File: config.mk
export PLATFORM = sky130hd
export DESIGN_NAME = sparse_polynomial_add
export DESIGN_NICKNAME = d
export VERILOG_FILES = /design/src/rtl/spa_pkg.sv /design/src/rtl/spa_ram.sv /design/src/rtl/spa_ctrl.sv /design/src/rtl/spa_dp.sv /design/src/rtl/sparse_polynomial_add.sv
export SDC_FILE = /design/constraint.sdc
export NUM_CORES = 2
export LEC_CHECK = 0
export ABC_CLOCK_PERIOD_IN_PS = 5000
export BUFFER_PORTS_ARGS = -buffer_cell sky130_fd_sc_hd__buf_2
export CORE_UTILIZATION = 40
export CTS_CLUSTER_DIAMETER = 150
export DETAILED_ROUTE_END_ITERATION = 10
export HOLD_SLACK_MARGIN = 0.05
export PLACE_DENSITY_LB_ADDON = 0.3
export SETUP_SLACK_MARGIN = 0.3
export SLEW_MARGIN = 40
export SYNTH_ARGS = -nofsm -noshare
export SYNTH_HDL_FRONTEND = slang
export SYNTH_SLANG_ARGS = --single-unit
File: constraint.sdc
create_clock -name i_clk -period 5 [get_ports i_clk]
set_input_delay 0.75 -clock i_clk [delete_from_list [all_inputs] [get_ports i_clk]]
set_output_delay 0.75 -clock i_clk [all_outputs]
set_load 0.02 [all_outputs]
File: src/rtl/spa_pkg.sv
`timescale 1ns / 1ps
// ----------------------------------------------------------------------------
// Sparse polynomial adder package
// Shared types and function codes for the controller and the datapath.
// ----------------------------------------------------------------------------
package spa_pkg;

    typedef logic [1:0] t_func;

    localparam t_func FUNC_LOAD_A = 2'd0;
    localparam t_func FUNC_LOAD_B = 2'd1;
    localparam t_func FUNC_ADD    = 2'd2;

    typedef enum logic [1:0] {
        ST_IDLE  = 2'b01,
        ST_MERGE = 2'b10
    } t_state;

    typedef struct packed {
        logic load_a;
        logic load_b;
        logic step;
        logic finish;
    } t_cmd;

    typedef struct packed {
        logic more;
    } t_status;

endpackage

File: src/rtl/spa_ram.sv
`timescale 1ns / 1ps
// ----------------------------------------------------------------------------
// Generic single-port-write RAM
// One write port and one read port with a registered read.
// ----------------------------------------------------------------------------
module spa_ram #(
    parameter int WIDTH = 24,
    parameter int DEPTH = 32,
    localparam int AW = (DEPTH > 1) ? $clog2(DEPTH) : 1
) (
    input  logic             i_clk,
    input  logic             i_we,
    input  logic [AW-1:0]    i_waddr,
    input  logic [WIDTH-1:0] i_wdata,
    input  logic [AW-1:0]    i_raddr,
    output logic [WIDTH-1:0] o_rdata
);

    logic [WIDTH-1:0] r_mem [DEPTH];
    logic [WIDTH-1:0] r_rdata;

    always_ff @(posedge i_clk) begin
        if (i_we) begin
            r_mem[i_waddr] <= i_wdata;
        end
        r_rdata <= r_mem[i_raddr];
    end

    assign o_rdata = r_rdata;

endmodule

File: src/rtl/spa_ctrl.sv
`timescale 1ns / 1ps
// ----------------------------------------------------------------------------
// Sparse polynomial adder controller
// Decodes accepted transactions and sequences the merge of the two stores.
// ----------------------------------------------------------------------------
module spa_ctrl
    import spa_pkg::*;
(
    input  logic    i_clk,
    input  logic    i_rst_n,
    input  logic    i_start,
    input  t_func   i_func,
    input  t_status i_status,
    output t_cmd    o_cmd,
    output logic    o_busy
);

    t_state r_state;
    t_state n_state;

    always_comb begin
        n_state = r_state;
        o_cmd   = '0;
        case (r_state)
            ST_IDLE: begin
                if (i_start) begin
                    case (i_func)
                        FUNC_LOAD_A: o_cmd.load_a = 1'b1;
                        FUNC_LOAD_B: o_cmd.load_b = 1'b1;
                        FUNC_ADD:    n_state = ST_MERGE;
                        default:     n_state = ST_IDLE;
                    endcase
                end
            end
            ST_MERGE: begin
                if (i_status.more) begin
                    o_cmd.step = 1'b1;
                end else begin
                    o_cmd.finish = 1'b1;
                    n_state = ST_IDLE;
                end
            end
            default: n_state = ST_IDLE;
        endcase
    end

    always_ff @(posedge i_clk) begin
        if (!i_rst_n) begin
            r_state <= ST_IDLE;
        end else begin
            r_state <= n_state;
        end
    end

    assign o_busy = (r_state != ST_IDLE);

    a_finish_to_idle: assert property (@(posedge i_clk) disable iff (!i_rst_n)
        o_cmd.finish |=> (r_state == ST_IDLE))
        else $error("Controller did not return to idle after finishing a merge.");

    a_no_load_while_busy: assert property (@(posedge i_clk) disable iff (!i_rst_n)
        (o_cmd.load_a || o_cmd.load_b) |-> !o_busy && !o_cmd.step && !o_cmd.finish)
        else $error("Load command issued during a merge.");

    a_idle_quiet: assert property (@(posedge i_clk) disable iff (!i_rst_n)
        !o_busy |-> !o_cmd.step && !o_cmd.finish)
        else $error("Merge command issued while idle.");

endmodule

File: src/rtl/spa_dp.sv
`timescale 1ns / 1ps
// ----------------------------------------------------------------------------
// Sparse polynomial adder datapath
// Term stores, counts, merge comparator and the result register.
// ----------------------------------------------------------------------------
module spa_dp
    import spa_pkg::*;
#(
    parameter int TERM_DEPTH = 32,
    parameter int COEFF_BITS = 16,
    parameter int EXPO_BITS  = 8
) (
    input  logic                  i_clk,
    input  logic                  i_rst_n,
    input  t_cmd                  i_cmd,
    output t_status               o_status,
    input  logic [COEFF_BITS-1:0] i_in_coeff,
    input  logic [EXPO_BITS-1:0]  i_in_expo,
    output logic                  o_strobe,
    output logic [COEFF_BITS:0]   o_out_coeff,
    output logic [EXPO_BITS-1:0]  o_out_expo,
    output logic                  o_out_valid,
    output logic                  o_out_last,
    output logic                  o_out_dropped
);

    localparam int AW = (TERM_DEPTH > 1) ? $clog2(TERM_DEPTH) : 1;
    localparam int CW = $clog2(TERM_DEPTH + 1);
    localparam int WW = COEFF_BITS + EXPO_BITS;

    logic [CW-1:0] r_cnt_a, r_cnt_b, n_cnt_a, n_cnt_b;
    logic [CW-1:0] r_ia, r_ib, n_ia, n_ib;
    logic          r_dropped;
    logic          full_a, full_b, we_a, we_b;
    logic [WW-1:0] wdata, rd_a, rd_b;

    logic signed [COEFF_BITS-1:0] ca, cb;
    logic [EXPO_BITS-1:0]         ea, eb;
    logic                         a_has, b_has, both, take_a, adv_a, adv_b, produce;
    logic signed [COEFF_BITS:0]   sum, new_coeff;
    logic [EXPO_BITS-1:0]         new_expo;

    logic                  r_pend_vld, n_pend_vld;
    logic [COEFF_BITS:0]   r_pend_coeff, n_pend_coeff;
    logic [EXPO_BITS-1:0]  r_pend_expo, n_pend_expo;
    logic                  r_strobe, n_strobe;
    logic [COEFF_BITS:0]   r_out_coeff, n_out_coeff;
    logic [EXPO_BITS-1:0]  r_out_expo, n_out_expo;
    logic                  r_out_valid, n_out_valid;
    logic                  r_out_last, n_out_last;
    logic                  r_out_dropped;

    assign full_a = (r_cnt_a == CW'(TERM_DEPTH));
    assign full_b = (r_cnt_b == CW'(TERM_DEPTH));
    assign we_a   = i_cmd.load_a && !full_a;
    assign we_b   = i_cmd.load_b && !full_b;
    assign wdata  = {i_in_coeff, i_in_expo};

    spa_ram #(.WIDTH(WW), .DEPTH(TERM_DEPTH)) u_ram_a (
        .i_clk   (i_clk),
        .i_we    (we_a),
        .i_waddr (r_cnt_a[AW-1:0]),
        .i_wdata (wdata),
        .i_raddr (n_ia[AW-1:0]),
        .o_rdata (rd_a)
    );

    spa_ram #(.WIDTH(WW), .DEPTH(TERM_DEPTH)) u_ram_b (
        .i_clk   (i_clk),
        .i_we    (we_b),
        .i_waddr (r_cnt_b[AW-1:0]),
        .i_wdata (wdata),
        .i_raddr (n_ib[AW-1:0]),
        .o_rdata (rd_b)
    );

    assign ca = $signed(rd_a[WW-1:EXPO_BITS]);
    assign cb = $signed(rd_b[WW-1:EXPO_BITS]);
    assign ea = rd_a[EXPO_BITS-1:0];
    assign eb = rd_b[EXPO_BITS-1:0];

    assign a_has   = (r_ia < r_cnt_a);
    assign b_has   = (r_ib < r_cnt_b);
    assign both    = a_has && b_has && (ea == eb);
    assign take_a  = a_has && (!b_has || (ea > eb));
    assign adv_a   = take_a || both;
    assign adv_b   = b_has && !take_a;
    assign sum     = (COEFF_BITS + 1)'(ca) + (COEFF_BITS + 1)'(cb);
    assign produce = !(both && (sum == '0));

    always_comb begin
        if (both) begin
            new_coeff = sum;
        end else if (take_a) begin
            new_coeff = (COEFF_BITS + 1)'(ca);
        end else begin
            new_coeff = (COEFF_BITS + 1)'(cb);
        end
        new_expo = take_a ? ea : eb;
    end

    assign o_status.more = a_has || b_has;

    always_comb begin
        n_ia    = r_ia;
        n_ib    = r_ib;
        n_cnt_a = r_cnt_a;
        n_cnt_b = r_cnt_b;
        if (i_cmd.finish) begin
            n_ia    = '0;
            n_ib    = '0;
            n_cnt_a = '0;
            n_cnt_b = '0;
        end else begin
            if (i_cmd.step && adv_a) begin
                n_ia = r_ia + 1'b1;
            end
            if (i_cmd.step && adv_b) begin
                n_ib = r_ib + 1'b1;
            end
            if (we_a) begin
                n_cnt_a = r_cnt_a + 1'b1;
            end
            if (we_b) begin
                n_cnt_b = r_cnt_b + 1'b1;
            end
        end
    end

    always_comb begin
        n_pend_vld   = r_pend_vld;
        n_pend_coeff = r_pend_coeff;
        n_pend_expo  = r_pend_expo;
        n_strobe     = 1'b0;
        n_out_coeff  = r_pend_coeff;
        n_out_expo   = r_pend_expo;
        n_out_valid  = 1'b1;
        n_out_last   = 1'b0;
        if (i_cmd.step && produce) begin
            n_strobe     = r_pend_vld;
            n_pend_vld   = 1'b1;
            n_pend_coeff = new_coeff;
            n_pend_expo  = new_expo;
        end else if (i_cmd.finish) begin
            n_strobe   = 1'b1;
            n_out_last = 1'b1;
            n_pend_vld = 1'b0;
            if (!r_pend_vld) begin
                n_out_coeff = '0;
                n_out_expo  = '0;
                n_out_valid = 1'b0;
            end
        end
    end

    always_ff @(posedge i_clk) begin
        if (!i_rst_n) begin
            r_cnt_a    <= '0;
            r_cnt_b    <= '0;
            r_ia       <= '0;
            r_ib       <= '0;
            r_dropped  <= 1'b0;
            r_pend_vld <= 1'b0;
            r_strobe   <= 1'b0;
        end else begin
            r_cnt_a    <= n_cnt_a;
            r_cnt_b    <= n_cnt_b;
            r_ia       <= n_ia;
            r_ib       <= n_ib;
            r_dropped  <= r_dropped || (i_cmd.load_a && full_a) || (i_cmd.load_b && full_b);
            r_pend_vld <= n_pend_vld;
            r_strobe   <= n_strobe;
        end
    end

    always_ff @(posedge i_clk) begin
        r_pend_coeff  <= n_pend_coeff;
        r_pend_expo   <= n_pend_expo;
        r_out_coeff   <= n_out_coeff;
        r_out_expo    <= n_out_expo;
        r_out_valid   <= n_out_valid;
        r_out_last    <= n_out_last;
        r_out_dropped <= r_dropped;
    end

    assign o_strobe      = r_strobe;
    assign o_out_coeff   = r_out_coeff;
    assign o_out_expo    = r_out_expo;
    assign o_out_valid   = r_out_valid;
    assign o_out_last    = r_out_last;
    assign o_out_dropped = r_out_dropped;

    a_idx_in_range: assert property (@(posedge i_clk) disable iff (!i_rst_n)
        (r_ia <= r_cnt_a) && (r_ib <= r_cnt_b) && !(r_cnt_a > CW'(TERM_DEPTH))
        && !(r_cnt_b > CW'(TERM_DEPTH)))
        else $error("Read index or count out of range.");

    a_last_clears: assert property (@(posedge i_clk) disable iff (!i_rst_n)
        (r_strobe && r_out_last) |-> (r_cnt_a == '0) && (r_cnt_b == '0) && !r_pend_vld)
        else $error("Counts or pending term not cleared after the final result.");

    a_marker_last: assert property (@(posedge i_clk) disable iff (!i_rst_n)
        (r_strobe && !r_out_valid) |-> r_out_last && (r_out_coeff == '0))
        else $error("Empty-result marker is malformed.");

    a_finish_emits: assert property (@(posedge i_clk) disable iff (!i_rst_n)
        i_cmd.finish |=> r_strobe && r_out_last)
        else $error("Finished merge did not produce a final result.");

endmodule

File: src/rtl/sparse_polynomial_add.sv
`timescale 1ns / 1ps
// ----------------------------------------------------------------------------
// Sparse polynomial adder
// A load transaction stores one term of A or B, unless that store is full. An
// add transaction keeps busy high for its merge steps plus a closing step,
// paced by the single read port of each term RAM that yields one head term
// per cycle. Each sum term is held back until the next merge step that makes
// a term, or until the closing step, so that the final one can be marked. It
// appears on o_strobe in the cycle after that step. Results come at most one
// per cycle, and the last one appears in the same cycle in which busy falls.
// They must be taken when they appear since the receiver cannot stall the
// block. The last result of an add carries o_out_last; an add with no
// surviving term yields one marker with o_out_valid low.
// ----------------------------------------------------------------------------
module sparse_polynomial_add
    import spa_pkg::*;
#(
    parameter int TERM_DEPTH = 32,
    parameter int COEFF_BITS = 16,
    parameter int EXPO_BITS  = 8
) (
    input  logic                  i_clk,
    input  logic                  i_rst_n,
    input  logic                  start,
    output logic                  busy,
    input  logic [1:0]            i_func,
    input  logic [COEFF_BITS-1:0] i_in_coeff,
    input  logic [EXPO_BITS-1:0]  i_in_expo,
    output logic                  o_strobe,
    output logic [COEFF_BITS:0]   o_out_coeff,
    output logic [EXPO_BITS-1:0]  o_out_expo,
    output logic                  o_out_valid,
    output logic                  o_out_last,
    output logic                  o_out_dropped
);

    t_cmd    cmd;
    t_status status;

    spa_ctrl u_ctrl (
        .i_clk    (i_clk),
        .i_rst_n  (i_rst_n),
        .i_start  (start),
        .i_func   (i_func),
        .i_status (status),
        .o_cmd    (cmd),
        .o_busy   (busy)
    );

    spa_dp #(
        .TERM_DEPTH (TERM_DEPTH),
        .COEFF_BITS (COEFF_BITS),
        .EXPO_BITS  (EXPO_BITS)
    ) u_dp (
        .i_clk         (i_clk),
        .i_rst_n       (i_rst_n),
        .i_cmd         (cmd),
        .o_status      (status),
        .i_in_coeff    (i_in_coeff),
        .i_in_expo     (i_in_expo),
        .o_strobe      (o_strobe),
        .o_out_coeff   (o_out_coeff),
        .o_out_expo    (o_out_expo),
        .o_out_valid   (o_out_valid),
        .o_out_last    (o_out_last),
        .o_out_dropped (o_out_dropped)
    );

endmodule

* After elaboration in Yosys (flattened, before gate mapping)
Memory sizes are Yosys's and may differ from the RTL's. A register that Yosys moved wholly into a read port is not among the register bits.
Index checks and enable logic that the tools add are counted.
** Storage, ports and cells
- Memory bits (writable) :: 1536
- Flip-flop bits (word level) :: 82
- Bits of input ports :: 29
- Word-level logic and storage cells :: 102
- Output and inout port bits :: 30
- Memories kept :: 2
** Memories
- u_dp.u_ram_a.r_mem :: depth 32, bits a word 24, read ports 1, clocked after memory_dff 1, write ports 1, line spa_ram.sv:19 : logic [WIDTH-1:0] r_mem [DEPTH];
- u_dp.u_ram_b.r_mem :: depth 32, bits a word 24, read ports 1, clocked after memory_dff 1, write ports 1, line spa_ram.sv:19
** Cells by class
- Magnitude comparators :: 3
- Equality and inequality tests :: 11
- Reduce and logical (&&, ||, !) cells :: 29
- Bitwise logic cells :: 2
- Muxes and demuxes :: 33
- $add $sub $neg :: 5
** Operators with widths (number)
- $mux 17 :: 5
- $mux 8 :: 4
- $add 6x1->6 const B :: 4
- $mux 5 :: 4
- $add 16x16->17 :: 1
- $logic_not 17->1 :: 1
- $mux 1 :: 13
- $eq 6x6->1 const B :: 2
- $logic_and 1x1->1 :: 12
- $lt 6x6->1 :: 2
- $mux 2 :: 5
- $eq 8x8->1 :: 1
- $gt 8x8->1 :: 1
- $pmux 2 s2 :: 2
- $ne 2x2->1 const B :: 3
- $reduce_or 2->1 :: 3
- $logic_not 1->1 :: 5
- $logic_or 1x1->1 :: 5
- $eq 2x1->1 const B :: 2
- $eq 2x2->1 const B :: 2
- $reduce_and 3->1 :: 1
- $logic_not 2->1 :: 1
- $ne 2x1->1 const B :: 1
- $not 1->1 :: 2
- $reduce_bool 2->1 :: 1

* Longest topological paths before layout
- Word-level depth :: 9
- Mapped depth :: 16
- Depth with buffers taken out :: 12

* Hierarchy
From an unflattened synthesis, not the netlist that was laid out.
** Unflattened totals
- Cells, all modules :: 3923
- Area total of the unflattened synthesis :: 65730.5 um^2
** Modules (own cells, without submodules)
- spa_ram :: seq. area each 23542.6 um^2, instances 2, area an instance 30483.0 um^2, cells each 1711
- spa_dp :: seq. area each 1851.8 um^2, instances 1, area an instance 4642.0 um^2, cells each 490
- spa_ctrl :: seq. area each 40.0 um^2, instances 1, area an instance 122.6 um^2, cells each 11

* Worst setup path after synthesis
No wires, ideal clock.
- Path type :: register to register
- Start point :: reg u_dp.u_ram_b.r_rdata[8], in the netlist u_dp.u_ram_b.o_rdata[8] (read register of u_dp.u_ram_b.r_mem)
- End point :: reg u_dp.r_pend_coeff[0] (enable)
- Arrival time :: 3.596 ns
- Library setup time :: 0.415 ns
- Slack :: 0.988 ns
- Period minus slack after synthesis :: 4.012 ns
- Path buffers :: 0
- Stages on the path, launching flop included :: 12
- Data required time :: 4.585 ns
- Path through :: dfxtp_1 -> ha_1 -> fa_1 -> a21o_1 -> a21oi_1 -> o211ai_1 -> nand3_1 -> o21ai_0 -> o41ai_1 -> a311o_1 -> nor4_1 -> a21oi_1
** On the way
- Longest elaborated chain between the ends :: 5
** Ends and longest elaborated chain
- start: declaration :: line spa_ram.sv:20 : logic [WIDTH-1:0] r_rdata;
- $add 16x16->17 :: line spa_dp.sv:88 : assign sum = (COEFF_BITS + 1)'(ca) + (COEFF_BITS + 1)'(cb);
- $logic_not 17->1 :: line spa_dp.sv:89 : assign produce = !(both && (sum == '0));
- $logic_and 1x1->1 :: line spa_dp.sv:89
- $logic_not 1->1 :: line spa_dp.sv:89
- $logic_and 1x1->1 :: line spa_dp.sv:139 : if (i_cmd.step && produce) begin
- end signal: assignment :: line spa_dp.sv:177 : r_pend_coeff <= n_pend_coeff;
- end: declaration :: line spa_dp.sv:44 : logic [COEFF_BITS:0] r_pend_coeff, n_pend_coeff;
Every way passes these cells.
A chain may end at the register's enable or synchronous reset.

* Worst setup path after layout
- Start point :: reg u_dp.r_cnt_a[2]
- End point :: reg u_dp.u_ram_a.r_rdata[0], in the netlist u_dp.u_ram_a.o_rdata[0] (read register of u_dp.u_ram_a.r_mem)
** On the way
- Longest elaborated chain between the ends :: 7
- Elaborated cells between the ends (all ways) :: 12
- Those cells by class :: 1 x order compare; 5 x mux; 6 x reduce/logical
** Ends and longest elaborated chain
- start: declaration :: line spa_dp.sv:31 : logic [CW-1:0] r_cnt_a, r_cnt_b, n_cnt_a, n_cnt_b;
- start signal: assignment :: line spa_dp.sv:166 : r_cnt_a <= n_cnt_a;
- $lt 6x6->1 (*) :: line spa_dp.sv:82 : assign a_has = (r_ia < r_cnt_a);
- $logic_or 1x1->1 / $logic_and 1x1->1 (equally long branches) :: line spa_dp.sv:102, spa_dp.sv:84
- $mux 1 / $logic_and 1x1->1 (equally long branches) :: line spa_ctrl.sv:36, spa_dp.sv:84
- $mux 2 / $logic_or 1x1->1 (equally long branches) :: line spa_ctrl.sv:24, spa_dp.sv:86
- $logic_and 1x1->1 :: line spa_dp.sv:115 : if (i_cmd.step && adv_a) begin
- $mux 5 :: line spa_dp.sv:115
- $mux 5 (*) :: line spa_dp.sv:109 : if (i_cmd.finish) begin
- end: declaration :: line spa_ram.sv:20
Mark *: on every way between the ends. The rest lies on a longest branch, timed or not.

==> qor.txt <==
Outcome = finished clean
Worst Tran Pin Value = 923 ps
Die Width = 413 µm
Clk sinks = 1666
GRT met3 Usage = 4.71%
Kind of critical path = reg -> reg
CP required = 5540 ps
Pwr dens = 369 nW/µm²
Tmin final = 4620 ps
Syn Nets = 4427
Vias in the first global route = 38100
Sequential-to-total area share from yosys stat = 72.3%
Compound-Gate Fraction of Synth Area = 8.90%
Slew headroom = 37.8%
Post-Syn Instances = 4353
Sw Ratio = 20.5%
Final setup TNS = 0 ps
Final hold vios = 0
Critical path peak fanout = 23
Via/cell ratio = 5.93
Clock Pin Slew Worst Setup and Hold Paths = 60 ps
Register bit total from synthesis = 1666
Antenna viol nets, final = 0
Part of the power in registers = 53.3%
Hold WC Path Type = in -> reg
Initial Util = 40.4%
Drt pass-1 iters = 6
Main flop type after synthesis = edfxtp_1
CP delay by family, top = compound AO/OA/AOI/OAI gates
Vias = 40800
Setup ws final = 378 ps
DRC violations left = 0
Share of layout cells above drive strength 1 = 16.8%
Initial antenna violation count = 13
P_int = 22.8 mW
TritonCTS buffer count = 166
Met1 usage = 32.9%
IO Port Bufs = 58
Worst slack, placed = 56.3 ps
CP bufs+invs = 3
First-pass GRT wire length = 278 mm
Post-synth EDFFs = 1561
Netlist cell types = 99
Area delta synth->final = 14.7%
Mux contribution to synthesized area = 7.43%
Period utilization = 92.4%
CP max stage delay = 530 ps
Worst setup EP type = flip-flop
Final setup viols = 0
Final nets = 4602
Logic pwr share = 2.0%
CTS root buf = clkbuf_16
Critical Path Start Type = flip-flop
Avg Cell Area, Syn = 15.6 µm²
Worst Clk Skew = 33.6 ps
Routed WL = 195 mm
Rows = 150
Wirelength per Cell = 28.3 µm
Maximum operating frequency = 0.216 GHz
Post-synth ARST share = 0%
Leak = 25.0 nW
Synth warn = 0
TritonCTS clock tree = built
Max-cap violation count = 0
Final GP Congestion = 0.931
Core Box Area = 168000 µm²
RSZ-0062 raised after global routing = false
Largest family of logic cells by synthesized area = compound AO/OA/AOI/OAI gates
CP max-delay cell = mux4_2
Post-Synth Adder-Cell Area = 0.842%
Worst-skew pair later-pin latency = 830 ps
Post-Synth Simple-Gate Area = 7.45%
HPWL after DPL = 118 mm
GR peak layer = met2
Max-slew violation count = 0
Post-Syn Area = 67700 µm²
Total gr overflow = 0
Largest net degree at the start of global routing = 91
Arrival time worst endpoint = 5170 ps
Switch Pwr = 5.87 mW
Die Span Y = 413 µm
Iter 0 DRT Violations = 5162
H-Tree Depth = 4
Max Root-Sink Buffers = 3
DIE AREA = 171000 µm²
# IOs = 59
Peak VDD IR = 412 µV
Global Route met2 Usage = 33.7%
Worst path cell trace = clkinv_1 > ha_1 > a21o_1 > a31oi_4 > o211ai_2 > a31o_1 > nor2b_2 > buf_4 > nor2_4 > clkbuf_16 > mux4_2 > a22oi_1 > nand4_1
Tot GR Track Use = 22.5%
Post-Synth XOR/XNOR Area = 0.349%
Clock power frac = 44.7%
==> through the flow <==
step                total power [mW]  hold slack, ps  utilization (%)  std cells  cell area [µm²]
global placement                16.1             401             42.8       6550            71700
floorplan                       15.7             332                -       4353            67700
detailed placement              16.1             401             42.9       6555            71800
global route                    29.4             309             46.3       6875            77600
CTS                             28.8             275             46.2       6866            77500
finish                          28.7             327             46.3       6878            77700
==> final timing paths <==
kind / start / endpoint / slack (ps) / depth (start not counted)
worst min-delay path: i_func[1] / u_ctrl.r_state[1] / 330 / 4
worst max register to register: u_dp.r_cnt_a[2] / u_dp.u_ram_a.o_rdata[0] / 380 / 13
worst max-delay path: u_dp.r_cnt_a[2] / u_dp.u_ram_a.o_rdata[0] / 380 / 13
worst min register to register: u_dp.r_dropped / u_dp.o_out_dropped / 410 / 0
==> power groups by stage <==
stage | sequential [mW] | combinational (mW) | clock, mW
floorplan | 15.6 | 0.157 | 0
global placement | 15.6 | 0.532 | 0
detailed placement | 15.6 | 0.550 | 0
CTS | 15.3 | 0.551 | 13.0
global route | 15.3 | 0.590 | 13.5
finish | 15.3 | 0.561 | 12.8
==> timing repair <==
item                                    4_1_cts  5_1_grt
hold endpoints to repair                      0        0
cloned                                        0        2
hold buffers                                  0        0
endpoints found under the setup margin        5        4
gates resized for setup                       4        3
pin swaps                                     0        4
setup buffers                                 0        4
==> sequential cells by signal, indices dropped and copies added (netlist names), 2 cells and up <==
register              count
u_dp.u_ram_a.r_mem      768
u_dp.o_out_expo           8
u_dp.u_ram_a.o_rdata     24
u_ctrl.r_state            2
u_dp.r_ia                 6
u_dp.r_pend_coeff        17
u_dp.u_ram_b.r_mem      768
u_dp.r_cnt_b              6
u_dp.o_out_coeff         17
u_dp.u_ram_b.o_rdata     24
u_dp.r_pend_expo          8
u_dp.r_cnt_a              6
u_dp.r_ib                 6
==> cell families (layout without fill, tap and decap cells) <==
logic type,count (synthesis),after routing
other,0,3
AND/OR/NAND/NOR,1015,1015
flip-flops,1666,1666
adder cells (fa/ha/maj),45,45
multiplexers,433,433
XOR/XNOR,27,27
buffers and inverters,386,704
AO/OA/AOI/OAI,781,781
==> layer usage <==
layer	wire length (µm)	up-vias	share of wire, %
li1	-	17600	-
met1	83300	21000	43
met2	87100	1943	45
met3	18900	266	9.7
met4	5520	8	2.8
met5	48	-	0.025
==> layout by cell type, fill, tap and decap left out, types with 14 or more instances in the layout <==
cell type | netlist | layout
nor2_1 | 116 | 50
mux4_2 | 52 | 52
o211ai_1 | 64 | 64
a211oi_1 | 152 | 151
nor2b_1 | 31 | 30
bufinv_16 | 0 | 17
ha_1 | 44 | 44
a2111oi_0 | 15 | 14
clkinv_2 | 0 | 26
o21ai_0 | 38 | 36
mux2_2 | 30 | 30
o31ai_1 | 24 | 24
a31oi_1 | 43 | 43
mux2i_1 | 346 | 346
a22o_1 | 57 | 57
dfxtp_1 | 105 | 105
o221ai_1 | 30 | 28
nand4_1 | 106 | 106
clkbuf_1 | 129 | 50
nor2_2 | 0 | 65
and3_1 | 68 | 68
buf_12 | 0 | 35
and2_1 | 14 | 14
clkbuf_16 | 0 | 176
o32a_1 | 23 | 23
o221a_2 | 19 | 18
a21oi_1 | 117 | 114
edfxtp_1 | 1561 | 1561
nand3_1 | 168 | 167
a22oi_1 | 36 | 35
buf_4 | 38 | 202
o31a_1 | 21 | 21
a32oi_1 | 30 | 28
nand2_1 | 409 | 407
clkinv_1 | 4 | 21
a221o_1 | 19 | 19
and4_1 | 49 | 49
xnor2_1 | 24 | 24
inv_1 | 88 | 88
buf_2 | 100 | 53
==> worst reg2reg max path, stage by stage, from the launching register on <==
cell       delay [ps]
dfxtp_1           420
clkinv_1          250
ha_1              400
a21o_1            200
a31oi_4           240
o211ai_2          210
a31o_1            340
nor2b_2           200
buf_4             250
nor2_4            310
clkbuf_16         310
mux4_2            560
a22oi_1           240
nand4_1           410
==> final cells by class <==
type,count,area [µm²]
Tap cell,2204,2760
Clock buffer,233,4650
Sequential cell,1666,49000
Multi-Input combinational cell,2301,17300
Antenna cell,3,7.51
Timing Repair Buffer,300,2650
Fill cell,14300,89900
Clock inverter,78,971
Inverter,93,349
==> synth_stat cells, types with 19 or more instances <==
master / instances / area share (%)
inv_1: 88 / 0.49
a22oi_1: 36 / 0.40
nor2_1: 116 / 0.64
clkbuf_1: 129 / 0.72
a21oi_1: 117 / 0.86
o221a_2: 19 / 0.32
o221ai_1: 30 / 0.39
ha_1: 44 / 0.81
o32a_1: 23 / 0.34
a22o_1: 57 / 0.74
buf_4: 38 / 0.42
nand4_1: 106 / 0.98
o31a_1: 21 / 0.27
and3_1: 68 / 0.63
o31ai_1: 24 / 0.27
a221o_1: 19 / 0.28
edfxtp_1: 1561 / 69
nand2_1: 409 / 2.3
buf_2: 100 / 0.74
o21ai_0: 38 / 0.28
o211ai_1: 64 / 0.71
xnor2_1: 24 / 0.31
a31oi_1: 43 / 0.40
nand3_1: 168 / 1.2
mux2i_1: 346 / 5.1
a32oi_1: 30 / 0.39
a211oi_1: 152 / 1.7
mux4_2: 52 / 1.7
nor2b_1: 31 / 0.29
and4_1: 49 / 0.63
dfxtp_1: 105 / 3.1
mux2_2: 30 / 0.50
(Power assumes the default switching activity.)
